<file path="config.mk">
export PLATFORM = sky130hd
export DESIGN_NAME = tlc_store
export DESIGN_NICKNAME = d
export VERILOG_FILES = /design/src/hdl/tlc_pkg.sv /design/src/hdl/tlc_store.sv
export SDC_FILE = /design/constraint.sdc
export NUM_CORES = 2
export LEC_CHECK = 0
export BUFFER_PORTS_ARGS = -buffer_cell sky130_fd_sc_hd__buf_2
export CORE_UTILIZATION = 30
export CTS_CLUSTER_DIAMETER = 60
export DETAILED_ROUTE_END_ITERATION = 10
export HOLD_SLACK_MARGIN = 0.05
export PLACE_DENSITY = 0.42
export SETUP_SLACK_MARGIN = 0.2
export SYNTH_ARGS = -nofsm -noshare
export SYNTH_HDL_FRONTEND = slang
export SYNTH_MEMORY_MAX_BITS = 65536
export SYNTH_SLANG_ARGS = --single-unit
</file>
<file path="constraint.sdc">
create_clock -name clk -period 2.4 [get_ports clk]
set_input_delay 0.36 -clock clk [delete_from_list [all_inputs] [get_ports clk]]
set_output_delay 0.36 -clock clk [all_outputs]
set_load 0.05 [all_outputs]
</file>
<file path="src/hdl/tlc_pkg.sv">
// ----------------------------------------------------------------------------
// tlc_pkg: shared types and constants of the two-level cache tag unit
// Holds the state encodings, status codes, register indexes and sizes.
// ----------------------------------------------------------------------------
`default_nettype none

package tlc_pkg;

  // Default sizes of the tag stores and the address.
  localparam int L1_LINES_DEF  = 256;
  localparam int L2_LINES_DEF  = 1024;
  localparam int ADDR_BITS_DEF = 13;

  // Associativity limit and rank width.
  localparam int MAX_WAYS = 16;
  localparam int RANK_W   = 4;

  // Width of a line index before wrapping: row up to 1023, shifted by 4.
  localparam int IDX_W = 14;
  localparam int BIT_W = 4;

  // Reciprocal of the store size used to reduce a set base. The shift covers
  // a 14-bit base and store sizes up to 8192 lines, so the quotient is exact.
  localparam int RECIP_SH = IDX_W + 13;
  localparam int RECIP_W  = RECIP_SH + 1;

  // Result status codes.
  localparam logic [1:0] STAT_HIT   = 2'd0;
  localparam logic [1:0] STAT_MISS  = 2'd1;
  localparam logic [1:0] STAT_STORE = 2'd2;
  localparam logic [1:0] STAT_NONE  = 2'd3;

  // Configuration register indexes.
  localparam logic [2:0] REG_L2_ENABLE = 3'd0;
  localparam logic [2:0] REG_L1_WAYS   = 3'd1;
  localparam logic [2:0] REG_L1_BLOCK  = 3'd2;
  localparam logic [2:0] REG_L1_SETS   = 3'd3;
  localparam logic [2:0] REG_L2_WAYS   = 3'd4;
  localparam logic [2:0] REG_L2_BLOCK  = 3'd5;
  localparam logic [2:0] REG_L2_SETS   = 3'd6;

  // Top-level sequencer states.
  typedef enum logic [2:0] {
    ST_CLEAR,
    ST_IDLE,
    ST_L1,
    ST_L2,
    ST_DONE
  } top_state_t;

  // Lookup engine states.
  typedef enum logic [2:0] {
    E_IDLE,
    E_MOD,
    E_SRD,
    E_SEV,
    E_URD,
    E_UWR,
    E_DONE
  } eng_state_t;

  // Memory request from the lookup engine.
  typedef struct packed {
    logic             wr_en;
    logic [IDX_W-1:0] line;
  } mem_req_t;

endpackage

`default_nettype wire

</file>
<file path="src/hdl/tlc_store.sv">
// ----------------------------------------------------------------------------
// tlc_store: tag, valid and rank memory of one cache level
// One write port and one read port with a registered read.
// ----------------------------------------------------------------------------
`default_nettype none

module tlc_store #(
  parameter int LINES = tlc_pkg::L1_LINES_DEF,
  parameter int AW    = 8,
  parameter int DW    = 18
) (
  input  wire logic          clk,
  input  wire logic          wr_en,
  input  wire logic [AW-1:0] wr_addr,
  input  wire logic [DW-1:0] wr_data,
  input  wire logic [AW-1:0] rd_addr,
  output logic      [DW-1:0] rd_data
);

  logic [DW-1:0] mem [LINES];

  // Write and registered read.
  always_ff @(posedge clk) begin
    if (wr_en) begin
      mem[wr_addr] <= wr_data;
    end
    rd_data <= mem[rd_addr];
  end

endmodule

`default_nettype wire

</file>
==> Flow_metrics.wiki <==
{| class="wikitable"
! Metric !! Value
|-
| Slew at the pin with the worst max-slew slack || between 1 and 1.5 ns
|-
| Inserted Clock Buffers || about 540
|-
| Via count || 91148
|-
| Arrival time of data at the critical path endpoint || approximately 3.5 ns
|-
| Primary FF master, synth || sky130_fd_sc_hd__edfxtp_1
|-
| Routed length per placed instance || approximately 32 µm
|-
| Routed wire length || 569000 µm
|-
| Area of the mapped netlist || between 0.15 and 0.2 mm²
|-
| Clock-pin slew of the registers on the worst-case setup and hold paths || roughly 0.06 ns
|-
| Start-to-end type of the worst setup path || register to register
|-
| Overall track demand over capacity in global routing || 0.187
|-
| Max-capacitance violation count || 0
|-
| Kind of start point of the critical path || register
|-
| Clock share of power || 0.444
|-
| Maximum achievable frequency || between 300 and 400 MHz
|-
| Net switching component of the power || 40.8 mW
|-
| Worst Hold Class || input pin to register
|-
| Maximum cell stage delay along the critical path || 0.58 ns
|-
| Post-DR vias/cell || between 5 and 6
|-
| Final core utilization || 0.374
|-
| Sw frac || 0.226
|-
| Max-slew violation count || 0
|-
| Reg-to-reg setup timing slack || -0.16 ns
|-
| Most common cell after layout, fill and taps aside || sky130_fd_sc_hd__edfxtp_1
|-
| Cell variety after synth || 41
|-
| Top library cells by usage in the layout, fill and taps aside || 4608 x sky130_fd_sc_hd__edfxtp_1, 864 x sky130_fd_sc_hd__mux4_2, 852 x sky130_fd_sc_hd__buf_4, 792 x sky130_fd_sc_hd__mux2i_1, 546 x sky130_fd_sc_hd__clkbuf_16
|-
| R2R depth || 6
|-
| Post-synthesis to final-layout area growth || 23.9%
|-
| Cells on Worst Hold Path || 5
|-
| Slowest-stage cell, CP || sky130_fd_sc_hd__mux4_2
|-
| Worst-case clock buffer depth || 4
|-
| Required time of the critical path || 3.33 ns
|-
| Post-synth ARST share || 0
|-
| HPWL after DPL || about 360000 µm
|-
| Clock root buffer || sky130_fd_sc_hd__clkbuf_16
|-
| Count of buffer and inverter cells on the critical path || 1
|-
| CP Max Fanout || 1
|-
| Worst setup EP type || register
|-
| Sequential share of power || 0.496
|-
| Initial standard-cell utilization of the core || 0.302
|-
| Setup violators final || 3
|-
| Post-Syn Area per Cell || 21.5 µm²
|-
| Pin count of the biggest net entering global routing || 100
|-
| Core area || about 0.59 mm²
|-
| Result of the run || finished, violations left
|-
| Share of synthesized area occupied by flip-flops and latches || 0.778
|-
| Final critical delay including setup and external delays || 2.56 ns
|-
| Synthesized flop and latch total || ~4600
|-
| Vias in the first global route || between 90000 and 100k
|-
| Insertion delay to the later sink of the worst-skew pair || 1.08 ns
|-
| Number of antenna violations at the first check in global routing || 33
|-
| Failing checks || setup timing
|-
| I/O Buffers || 53
|-
| Number of cell rows || approximately 280
|-
| Max VDD drop || 0.796 mV
|-
| Cell family with most CP delay || multiplexers
|-
| EDFF count, synth || ~4600
|-
| Fraction of final layout cells sized beyond drive strength 1 || 0.332
|-
| Remaining antenna violation count after routing || 0
|-
| Net Count, Synth || just over 8000
|-
| DRC errors left || 0
|-
| Iter 0 DRT Violations || between 8000 and 9000
|-
| Clk_skew || roughly 0.093 ns
|-
| Iteration count of the initial detailed-routing pass || 6
|-
| Post-layout worst setup margin || -0.158 ns
|-
| Gate count after technology mapping || 8281
|-
| Worst path depth || 6
|-
| Total I/O pin count || between 50 and 60
|-
| Setup repair after global routing missed its margin || yes
|-
| Power density over cell area || 816 mW/mm²
|-
| Ordered list of cells on the worst path || mux4_2 -> mux4_2 -> a22o_4 -> nor4_4 -> buf_6 -> nor4_2
|-
| Number of buffers added for setup after CTS || 0
|-
| TritonCTS sink count || 4626
|-
| Final-layout setup total negative slack || -0.283 ns
|-
| Gp weighted congestion || between 0.8 and 0.9
|-
| Final number of hold-violating endpoints || 0
|-
| Crit path top cell by count || sky130_fd_sc_hd__mux4_2
|-
| Comb pwr share || 0.061
|-
| Worst rel slew slack || 0.265
|-
| Chip height || 773 µm
|-
| Internal power || 139 mW
|-
| Part of the cycle the worst path needs || 1.07
|-
| Cell leakage power || between 70 and 80 nW
|-
| Overall overflow remaining after global route || 0
|-
| Die outline area || between 0.5 and 0.6 mm²
|-
| Nets@finish || roughly 9800
|-
| Global-route wire length before repair || 782000 µm
|-
| Count of synthesis-stage warnings from yosys || 0
|-
| H-tree Lvls || 6
|-
| Die Width || 773 µm
|-
| TritonCTS clock tree || done
|}
-- registers in the layout, indices dropped and copies added, names as in the netlist --
name	cells
mem	4608
rd_data	18
-- metal layers --
metal  GRT usage  wire length [µm]
met1       0.254            247000
met2       0.316            279000
met3      0.0282             29100
met4      0.0458             14500
met5           0                63
-- logic make-up after synthesis --
group	after synthesis	share of synthesized area
buf+inv	500	0.0173
simple gates	637	0.0166
mux	1656	0.154
compound gates	862	0.0341
flops	4626	0.778
-- final timing paths --
path / from / to
worst max register to register: mem[63][7] / rd_data[7]
worst min-delay path: wr_addr[5] / mem[3][7]
worst max-delay path: mem[63][7] / rd_data[7]
worst min register to register: mem[110][13] / rd_data[13]
-- metrics by stage --
step	cell area, µm²	hold slack, ns	cells	power [mW]	worst slack [ns]
4_1_cts	221000	0.0707	18003	182	-0.226
3_5_place_dp	203000	0.750	17009	102	-1.86
5_1_grt	221000	0.138	18006	185	-0.185
2_1_floorplan	179000	0.459	8281	95.5	-0.0629
6_report	221000	0.166	18026	180	-0.158
3_3_place_gp	203000	0.750	17009	102	-1.88
-- timing repair --
action                                   CTS  global route
pin swaps                                 46             7
hold buffers                              21             0
endpoints found under the setup margin    36            19
cloned                                     0             0
hold endpoints to repair                3118             0
resized for setup                        158            14
-- power by group through the flow --
stage          combinational [mW]  sequential (mW)  clock, mW
2_1_floorplan                4.46             91.0          0
3_3_place_gp                 10.7             91.0          0
3_5_place_dp                 10.8             91.0          0
4_1_cts                      11.1             89.3       81.9
5_1_grt                      11.5             89.3       84.6
6_report                     10.9             89.3       79.9
-- tightest hold or removal path: stages --
cell,delay [ns]
sky130_fd_sc_hd__buf_2,0.14
sky130_fd_sc_hd__nor2_1,0.10
sky130_fd_sc_hd__nand2_1,0.11
sky130_fd_sc_hd__buf_12,0.18
sky130_fd_sc_hd__nor2_1,0.11
-- Yosys cell counts (2+ instances only) --
| master | instances | share of area |
|---|---|---|
| sky130_fd_sc_hd__nand4_1 | 27 | 0.00095 |
| sky130_fd_sc_hd__clkbuf_1 | 228 | 0.0048 |
| sky130_fd_sc_hd__nor4_1 | 15 | 0.00053 |
| sky130_fd_sc_hd__buf_6 | 84 | 0.0053 |
| sky130_fd_sc_hd__nand2b_1 | 3 | 0.00011 |
| sky130_fd_sc_hd__mux2i_1 | 792 | 0.044 |
| sky130_fd_sc_hd__a22oi_1 | 51 | 0.0021 |
| sky130_fd_sc_hd__buf_12 | 12 | 0.0013 |
| sky130_fd_sc_hd__o32a_1 | 2 | 0.00011 |
| sky130_fd_sc_hd__or3_1 | 2 | 0.000070 |
| sky130_fd_sc_hd__edfxtp_1 | 4608 | 0.78 |
| sky130_fd_sc_hd__a21oi_1 | 190 | 0.0053 |
| sky130_fd_sc_hd__dfxtp_1 | 18 | 0.0020 |
| sky130_fd_sc_hd__a31oi_1 | 20 | 0.00070 |
| sky130_fd_sc_hd__buf_4 | 33 | 0.0014 |
| sky130_fd_sc_hd__nor4_2 | 19 | 0.0013 |
| sky130_fd_sc_hd__o211ai_1 | 10 | 0.00042 |
| sky130_fd_sc_hd__o22ai_1 | 238 | 0.0084 |
| sky130_fd_sc_hd__o21ai_0 | 12 | 0.00034 |
| sky130_fd_sc_hd__nand3b_1 | 2 | 0.000084 |
| sky130_fd_sc_hd__or2_2 | 4 | 0.00014 |
| sky130_fd_sc_hd__buf_8 | 12 | 0.0010 |
| sky130_fd_sc_hd__buf_2 | 92 | 0.0026 |
| sky130_fd_sc_hd__mux4_2 | 864 | 0.11 |
| sky130_fd_sc_hd__nor2b_1 | 8 | 0.00028 |
| sky130_fd_sc_hd__o221ai_1 | 317 | 0.016 |
| sky130_fd_sc_hd__nand3_1 | 23 | 0.00065 |
| sky130_fd_sc_hd__buf_1 | 35 | 0.00074 |
| sky130_fd_sc_hd__nand2_1 | 81 | 0.0017 |
| sky130_fd_sc_hd__inv_2 | 2 | 0.000042 |
| sky130_fd_sc_hd__a22o_1 | 19 | 0.00093 |
| sky130_fd_sc_hd__nor3_1 | 159 | 0.0045 |
| sky130_fd_sc_hd__nor2_1 | 290 | 0.0061 |
| sky130_fd_sc_hd__o21ai_1 | 2 | 0.000056 |
-- area by class of cell --
type | instances | area, µm²
Sequential cell | 4626 | 139000
Inverter | 4 | 27.5
Multi-Input combinational cell | 3155 | 37600
Antenna cell | 23 | 57.6
Tap cell | 7810 | 9770
Fill cell | 53621 | 370000
Timing Repair Buffer | 1435 | 17300
Clock inverter | 309 | 3140
Clock buffer | 664 | 14100
(Power assumes the default switching activity.)
