File: src/hdl/tlc_pkg.sv
// ----------------------------------------------------------------------------
// tlc_pkg: shared types and constants of the two-level cache tag unit
// Holds the state encodings, status codes, register indexes and sizes.
// ----------------------------------------------------------------------------
`default_nettype none

package tlc_pkg;

  // Default sizes of the tag stores and the address.
  localparam int L1_LINES_DEF  = 256;
  localparam int L2_LINES_DEF  = 1024;
  localparam int ADDR_BITS_DEF = 13;

  // Associativity limit and rank width.
  localparam int MAX_WAYS = 16;
  localparam int RANK_W   = 4;

  // Width of a line index before wrapping: row up to 1023, shifted by 4.
  localparam int IDX_W = 14;
  localparam int BIT_W = 4;

  // Reciprocal of the store size used to reduce a set base. The shift covers
  // a 14-bit base and store sizes up to 8192 lines, so the quotient is exact.
  localparam int RECIP_SH = IDX_W + 13;
  localparam int RECIP_W  = RECIP_SH + 1;

  // Result status codes.
  localparam logic [1:0] STAT_HIT   = 2'd0;
  localparam logic [1:0] STAT_MISS  = 2'd1;
  localparam logic [1:0] STAT_STORE = 2'd2;
  localparam logic [1:0] STAT_NONE  = 2'd3;

  // Configuration register indexes.
  localparam logic [2:0] REG_L2_ENABLE = 3'd0;
  localparam logic [2:0] REG_L1_WAYS   = 3'd1;
  localparam logic [2:0] REG_L1_BLOCK  = 3'd2;
  localparam logic [2:0] REG_L1_SETS   = 3'd3;
  localparam logic [2:0] REG_L2_WAYS   = 3'd4;
  localparam logic [2:0] REG_L2_BLOCK  = 3'd5;
  localparam logic [2:0] REG_L2_SETS   = 3'd6;

  // Top-level sequencer states.
  typedef enum logic [2:0] {
    ST_CLEAR,
    ST_IDLE,
    ST_L1,
    ST_L2,
    ST_DONE
  } top_state_t;

  // Lookup engine states.
  typedef enum logic [2:0] {
    E_IDLE,
    E_MOD,
    E_SRD,
    E_SEV,
    E_URD,
    E_UWR,
    E_DONE
  } eng_state_t;

  // Memory request from the lookup engine.
  typedef struct packed {
    logic             wr_en;
    logic [IDX_W-1:0] line;
  } mem_req_t;

endpackage

`default_nettype wire

File: src/hdl/tlc_lookup.sv
// ----------------------------------------------------------------------------
// tlc_lookup: shared set lookup engine
// Reduces the set base modulo the store size, scans the ways for a hit and
// the LRU victim, then rewrites the ranks and fills the victim on a miss.
// ----------------------------------------------------------------------------
`default_nettype none

module tlc_lookup #(
  parameter int ADDR_BITS = tlc_pkg::ADDR_BITS_DEF
) (
  input  wire logic                        clk,
  input  wire logic                        rst_n,
  input  wire logic                        start,
  input  wire logic [2:0]                  ways_log2,
  input  wire logic [9:0]                  row,
  input  wire logic [ADDR_BITS-1:0]        tag,
  input  wire logic [tlc_pkg::IDX_W-1:0]   lines,
  input  wire logic [tlc_pkg::RECIP_W-1:0] recip,
  input  wire logic [ADDR_BITS+4:0]        rd_data,
  output tlc_pkg::mem_req_t                req,
  output logic      [ADDR_BITS+4:0]        wr_data,
  output logic                             done,
  output logic                             hit
);

  localparam int IW = tlc_pkg::IDX_W;
  localparam int RW = tlc_pkg::RANK_W;
  localparam int BW = tlc_pkg::BIT_W;
  localparam int MW = tlc_pkg::RECIP_W;

  tlc_pkg::eng_state_t st_r, st_nxt;

  logic [IW-1:0]      base_r;
  logic [IW-1:0]      rem_r;
  logic [IW-1:0]      quo_r;
  logic [BW-1:0]      bitc_r;
  logic [IW-1:0]      li_r;
  logic [RW-1:0]      w_r;
  logic               hit_r;
  logic [RW-1:0]      hitw_r, hrank_r, vic_r, vrank_r;

  logic [RW-1:0]      ways_m1;
  logic [IW+MW-1:0]   quo_prod;
  logic [2*IW-1:0]    back_prod;
  logic [IW-1:0]      mod_res;
  logic [IW-1:0]      li_inc;
  logic               last_way;
  logic               e_valid;
  logic [ADDR_BITS-1:0] e_tag;
  logic [RW-1:0]      e_rank;
  logic [RW-1:0]      chosen, old_rank;

  assign ways_m1   = RW'((5'd1 << ways_log2) - 5'd1);
  assign last_way  = (w_r == ways_m1);
  assign quo_prod  = {{MW{1'b0}}, base_r} * {{IW{1'b0}}, recip};
  assign back_prod = {{IW{1'b0}}, quo_r} * {{IW{1'b0}}, lines};
  assign mod_res   = base_r - back_prod[IW-1:0];
  assign li_inc    = ((li_r + IW'(1)) >= lines) ? '0 : (li_r + IW'(1));
  assign e_valid   = rd_data[ADDR_BITS+4];
  assign e_tag     = rd_data[ADDR_BITS+3:4];
  assign e_rank    = rd_data[RW-1:0];
  assign chosen    = hit_r ? hitw_r : vic_r;
  assign old_rank  = hit_r ? hrank_r : vrank_r;

  // Next state.
  always_comb begin
    st_nxt = st_r;
    case (st_r)
      tlc_pkg::E_IDLE: if (start) st_nxt = tlc_pkg::E_MOD;
      tlc_pkg::E_MOD:  if (bitc_r == '0) st_nxt = tlc_pkg::E_SRD;
      tlc_pkg::E_SRD:  st_nxt = tlc_pkg::E_SEV;
      tlc_pkg::E_SEV:  st_nxt = last_way ? tlc_pkg::E_URD : tlc_pkg::E_SRD;
      tlc_pkg::E_URD:  st_nxt = tlc_pkg::E_UWR;
      tlc_pkg::E_UWR:  st_nxt = last_way ? tlc_pkg::E_DONE : tlc_pkg::E_URD;
      tlc_pkg::E_DONE: st_nxt = tlc_pkg::E_IDLE;
      default:         st_nxt = tlc_pkg::E_IDLE;
    endcase
  end

  // Outputs: memory request and write-back data.
  always_comb begin
    req.wr_en = (st_r == tlc_pkg::E_UWR);
    req.line  = li_r;
    done      = (st_r == tlc_pkg::E_DONE);
    hit       = hit_r;
    wr_data   = rd_data;
    if (w_r == chosen) begin
      wr_data[RW-1:0] = ways_m1;
      if (!hit_r) begin
        wr_data[ADDR_BITS+4]   = 1'b1;
        wr_data[ADDR_BITS+3:4] = tag;
      end
    end else if (e_rank > old_rank) begin
      wr_data[RW-1:0] = e_rank - RW'(1);
    end
  end

  always_ff @(posedge clk) begin
    if (!rst_n) begin
      st_r <= tlc_pkg::E_IDLE;
    end else begin
      st_r <= st_nxt;
    end
  end

  // Datapath: modulo reduction, way scan and rank update.
  always_ff @(posedge clk) begin
    case (st_r)
      tlc_pkg::E_IDLE: begin
        base_r <= IW'({4'd0, row} << ways_log2);
        bitc_r <= BW'(1);
        hit_r  <= 1'b0;
        w_r    <= '0;
      end
      tlc_pkg::E_MOD: begin
        // First the quotient by reciprocal multiplication, then the remainder.
        if (bitc_r != '0) begin
          quo_r <= IW'(quo_prod >> tlc_pkg::RECIP_SH);
        end else begin
          rem_r <= mod_res;
          li_r  <= mod_res;
        end
        bitc_r <= bitc_r - BW'(1);
      end
      tlc_pkg::E_SEV: begin
        if (!hit_r && e_valid && e_tag == tag) begin
          hit_r   <= 1'b1;
          hitw_r  <= w_r;
          hrank_r <= e_rank;
        end
        if (w_r == '0 || e_rank < vrank_r) begin
          vic_r   <= w_r;
          vrank_r <= e_rank;
        end
        if (last_way) begin
          w_r  <= '0;
          li_r <= rem_r;
        end else begin
          w_r  <= w_r + RW'(1);
          li_r <= li_inc;
        end
      end
      tlc_pkg::E_UWR: begin
        w_r  <= w_r + RW'(1);
        li_r <= li_inc;
      end
      default: begin
      end
    endcase
  end

endmodule

`default_nettype wire

File: config.mk
export PLATFORM = sky130hd
export DESIGN_NAME = tlc_lookup
export DESIGN_NICKNAME = d
export VERILOG_FILES = /design/src/hdl/tlc_pkg.sv /design/src/hdl/tlc_lookup.sv
export SDC_FILE = /design/constraint.sdc
export NUM_CORES = 1
export LEC_CHECK = 0
export ABC_AREA = 1
export BUFFER_PORTS_ARGS = -buffer_cell sky130_fd_sc_hd__buf_2
export CORE_ASPECT_RATIO = 0.7
export CORE_MARGIN = 4
export CORE_UTILIZATION = 60
export CTS_CLUSTER_SIZE = 10
export DETAILED_ROUTE_END_ITERATION = 10
export GPL_ROUTABILITY_DRIVEN = 0
export GPL_TIMING_DRIVEN = 0
export PLACE_DENSITY = 0.79
export SLEW_MARGIN = 20
export SYNTH_ARGS = -nofsm -noshare
export SYNTH_HDL_FRONTEND = slang
export SYNTH_SLANG_ARGS = --single-unit
File: constraint.sdc
create_clock -name clk -period 7.6 [get_ports clk]
set_input_delay 0.76 -clock clk [delete_from_list [all_inputs] [get_ports clk]]
set_output_delay 0.76 -clock clk [all_outputs]
set_load 0.05 [all_outputs]
==> flow_summary.yaml <==
clock_tree:
  cts_tree: "yes"
  htreeDepth: 3
  cts.hold.buffers_added: 0
  ctsLongestPathBuffers: 2
  numCtsBuffers: 9
  clock-root-buffer: "sky130_fd_sc_hd__clkbuf_16"
  insertion_delay_ps: 350
  cts.sinks: 84
  clkTransAtPathRegs_ps: 60
grt:
  antenna_found_initial: 0
  grt_overflow: 0
  grt_max_degree: 16
  vias_in_the_first_global_route: 18937
  grt_util_all_layers_pct: 31.96
  grt_first_pass_wirelength_um: 97700
worst_setup_path:
  worstReg2RegEnd: "quo_r[5]"
  cp_max_fo: 10
  startpoint_type: "flop"
  worst_path_largest_cell_delay_ps: 730
  worstPathRequired_ps: 7700
  timing.rr.start: "base_r[3]"
  slowest_stage: "sky130_fd_sc_hd__clkbuf_1"
  critical_path_class: "flop to flop"
  rr_worst_depth: 24
  crit_chain: "clkbuf_1, clkbuf_1, nand2_1, fa_1, inv_1, fa_1, fa_1, inv_1, fa_1, inv_1, fa_1, inv_1, fa_1, inv_1, ha_1, a21oi_1, inv_1, a21oi_1, o21ai_0, a211o_1, nand2_1, nand2_1, nand2_1, nand2_1"
  worst_path_dominant_cell_family: "adder cells"
  timing.critical_path.arrival_ps: 7440
  timing.critical_path.buf_inv: 8
  regToRegSetupSlack_ps: 260
  cp-end-kind: "flop"
sta:
  final_min_period_over_clock_period_pct: 96.57
  worst_clock_skew_ps: 6.202
  timing.final.setup_violations: 0
  worst_pin_slew_ps: 1091
  slew-limit-headroom_pct: 27.29
  finalHoldViolations: 0
  slew_viol_final: 0
  rsz0062_at_grt: "false"
  post-route-min-period_ps: 7339
  fin_setup_tns_ps: 0
  max_clock_freq_mhz: 136.3
floorplan:
  fp_rows: 57
  die_w_um: 234.0
  total_i_o_pin_count: 124
  floorplan.initialDensity_pct: 61.37
  die_height_um: 166.2
  dieArea_mm2: 0.03888
  design.core.area_mm2: 0.03495
min_path:
  source_of_the_worst_hold_timing_path: "w_r[2]"
  hold-path-endpoint: "hitw_r[2]"
  min-delay-path-class: "flop to flop"
  whs_path_depth: 0
placement:
  count_of_buffers_inserted_at_the_top_level_ports: 119
  post-dp-hpwl_um: 51240
run:
  maxCapViolations: 0
final_layout:
  drive_gt1_share_pct: 6.449
  final.fill_count: 2973
  insertedDiodeCount: 0
  multi_input_area_mm2: 0.01555
  syn_to_final_growth_pct: 7.181
  area.sequential_mm2: 0.002492
  layout.nets: 3581
synth:
  yosysWarningCount: 0
  synth_fp_nets: 3449
  avg_cell_area_syn_um2: 7.635
  yosys.area.top_type: "sky130_fd_sc_hd__fa_1"
  synth-seq-area-share_pct: 11.62
  fraction_of_registers_with_async_set_or_reset_after_synthesis_pct: 0
  yosys_register_bits: 84
  synth_ff_type: "sky130_fd_sc_hd__edfxtp_1"
  synth_edf_count: 81
  synth_area_leaders: "sky130_fd_sc_hd__fa_1, sky130_fd_sc_hd__inv_1, sky130_fd_sc_hd__nand2_1"
  mappedNetlistArea_mm2: 0.02145
  synth_top_area_share_pct: 35.28
  syn_inst: 2809
  yosysUniqueCellTypes: 50
detailed_routing:
  drt-wirelength-per-cell_um: 17.91
  antenna_left: 0
  route.vias.total: 18705
  drt_pass1_iterations: 7
  iteration_0_drc_count_of_the_detailed_router: 2043
  drt-vias-per-instance: 5.472
  drcViolationCount: 0
  routed_wire_length_um: 61210
outcome:
  status: "completed"
## logic make-up (layout without fill, tap and decap cells)
group | count (synthesis) | in the layout | share of synthesized area (%)
AOI/OAI and AO/OA | 211 | 211 | 5.706
xor gates and xnor gates | 65 | 65 | 2.689
adders and majority gates | 551 | 551 | 45.38
buffers and inverters | 902 | 1039 | 15.93
DFF | 84 | 84 | 11.62
muxes | 3 | 3 | 0.1400
and+or+nand+nor | 993 | 993 | 18.53
## layer usage
metal	vias to the layer above	wire, µm	global-route usage [%]
li1	8457	-	-
met1	9083	25140	46.04
met2	1026	26340	47.37
met3	139	8143	9.928
met4	0	1596	8.157
met5	-	0	0
## layout by cell type (no fill, tap or decap), types with 14 or more instances in the layout
| master | netlist | routed |
|---|---|---|
| sky130_fd_sc_hd__inv_1 | 798 | 798 |
| sky130_fd_sc_hd__nand2_1 | 778 | 778 |
| sky130_fd_sc_hd__fa_1 | 378 | 378 |
| sky130_fd_sc_hd__ha_1 | 173 | 173 |
| sky130_fd_sc_hd__buf_2 | 8 | 127 |
| sky130_fd_sc_hd__nor2_1 | 88 | 87 |
| sky130_fd_sc_hd__edfxtp_1 | 81 | 81 |
| sky130_fd_sc_hd__clkbuf_1 | 76 | 77 |
| sky130_fd_sc_hd__o21ai_0 | 76 | 76 |
| sky130_fd_sc_hd__a21oi_1 | 70 | 69 |
| sky130_fd_sc_hd__nand3_1 | 67 | 67 |
| sky130_fd_sc_hd__xor2_1 | 43 | 43 |
| sky130_fd_sc_hd__xnor2_1 | 21 | 21 |
| sky130_fd_sc_hd__a31oi_1 | 15 | 15 |
| sky130_fd_sc_hd__nor3_1 | 15 | 14 |
## synthesized netlist by cell type, types with 3 or more instances
master	instances
sky130_fd_sc_hd__inv_2	4
sky130_fd_sc_hd__ha_1	173
sky130_fd_sc_hd__nand3_1	67
sky130_fd_sc_hd__o2111ai_1	6
sky130_fd_sc_hd__nor2_4	3
sky130_fd_sc_hd__o21ai_0	76
sky130_fd_sc_hd__nand4_1	10
sky130_fd_sc_hd__nand2_2	13
sky130_fd_sc_hd__buf_2	8
sky130_fd_sc_hd__xor2_1	43
sky130_fd_sc_hd__a21oi_1	70
sky130_fd_sc_hd__o22ai_1	3
sky130_fd_sc_hd__o211ai_1	5
sky130_fd_sc_hd__a21o_1	8
sky130_fd_sc_hd__nor4_1	7
sky130_fd_sc_hd__nand3b_1	4
sky130_fd_sc_hd__fa_1	378
sky130_fd_sc_hd__nand2_1	778
sky130_fd_sc_hd__or2_2	3
sky130_fd_sc_hd__edfxtp_1	81
sky130_fd_sc_hd__mux2i_1	3
sky130_fd_sc_hd__xnor2_1	21
sky130_fd_sc_hd__a21boi_0	4
sky130_fd_sc_hd__buf_1	12
sky130_fd_sc_hd__nor2_1	88
sky130_fd_sc_hd__clkbuf_1	76
sky130_fd_sc_hd__a31oi_1	15
sky130_fd_sc_hd__inv_1	798
sky130_fd_sc_hd__nor3_1	15
sky130_fd_sc_hd__a21oi_2	9
sky130_fd_sc_hd__dfxtp_1	3
## metrics by stage
stage / hold WS (ps) / cells / cell area [µm²] / util (%) / worst slack, ps
after CTS: 541.9 / 3418 / 22980 / 65.77 / 491.7
after global placement: 487.2 / 3400 / 22630 / 64.77 / 700.1
final: 532.4 / 3418 / 22990 / 65.78 / 260.8
after floorplan: 443.0 / 2809 / 21450 / - / 1837
after global routing: 559.9 / 3418 / 22990 / 65.78 / 84.82
after detailed placement: 528.0 / 3402 / 22660 / 64.85 / 559.6
## worst reg2reg max path, cell delays in order (launching register included)
cell and delay [ps]:
sky130_fd_sc_hd__edfxtp_1 550, sky130_fd_sc_hd__clkbuf_1 730, sky130_fd_sc_hd__clkbuf_1 660, sky130_fd_sc_hd__nand2_1 170, sky130_fd_sc_hd__fa_1 540, sky130_fd_sc_hd__inv_1 50
sky130_fd_sc_hd__fa_1 470, sky130_fd_sc_hd__fa_1 540, sky130_fd_sc_hd__inv_1 60, sky130_fd_sc_hd__fa_1 530, sky130_fd_sc_hd__inv_1 60, sky130_fd_sc_hd__fa_1 480
sky130_fd_sc_hd__inv_1 50, sky130_fd_sc_hd__fa_1 480, sky130_fd_sc_hd__inv_1 40, sky130_fd_sc_hd__ha_1 370, sky130_fd_sc_hd__a21oi_1 170, sky130_fd_sc_hd__inv_1 70
sky130_fd_sc_hd__a21oi_1 220, sky130_fd_sc_hd__o21ai_0 200, sky130_fd_sc_hd__a211o_1 340, sky130_fd_sc_hd__nand2_1 120, sky130_fd_sc_hd__nand2_1 60, sky130_fd_sc_hd__nand2_1 70
sky130_fd_sc_hd__nand2_1 60
## cell type report
cell class | count | area share (%)
plain buffers | 99 | 1.747
repair buffers | 121 | 2.656
well taps | 472 | 2.569
inverters | 803 | 13.12
clock inverters | 4 | 0.3211
multi-input cells | 1823 | 67.67
flip-flops and latches | 84 | 10.84
clock buffers | 12 | 1.072
## timing repair
| action | 4_1_cts | 5_1_grt |
|---|---|---|
| buffers inserted | 0 | 0 |
| setup endpoints to repair | 0 | 2 |
| gates resized for setup | 0 | 3 |
## state kept, by name, summed over array words and instances (netlist names), 14 cells and up
signal  count
base_r     14
li_r       14
quo_r      14
rem_r      14
## worst max-delay path by stage
stage               startpoint   endpoint  slack, ps  cells past startpoint
floorplan            recip[24]   quo_r[5]       1840                     23
global placement     base_r[4]   quo_r[7]        700                     28
detailed placement   base_r[3]   quo_r[5]        560                     24
CTS                  base_r[4]  quo_r[11]        490                     28
global route         base_r[3]  quo_r[12]         80                     22
finish               base_r[3]   quo_r[5]        260                     24
Power is left out: the tool's default activity adds up to more than one toggle a clock period on the data nets, which glitch-free logic cannot reach.
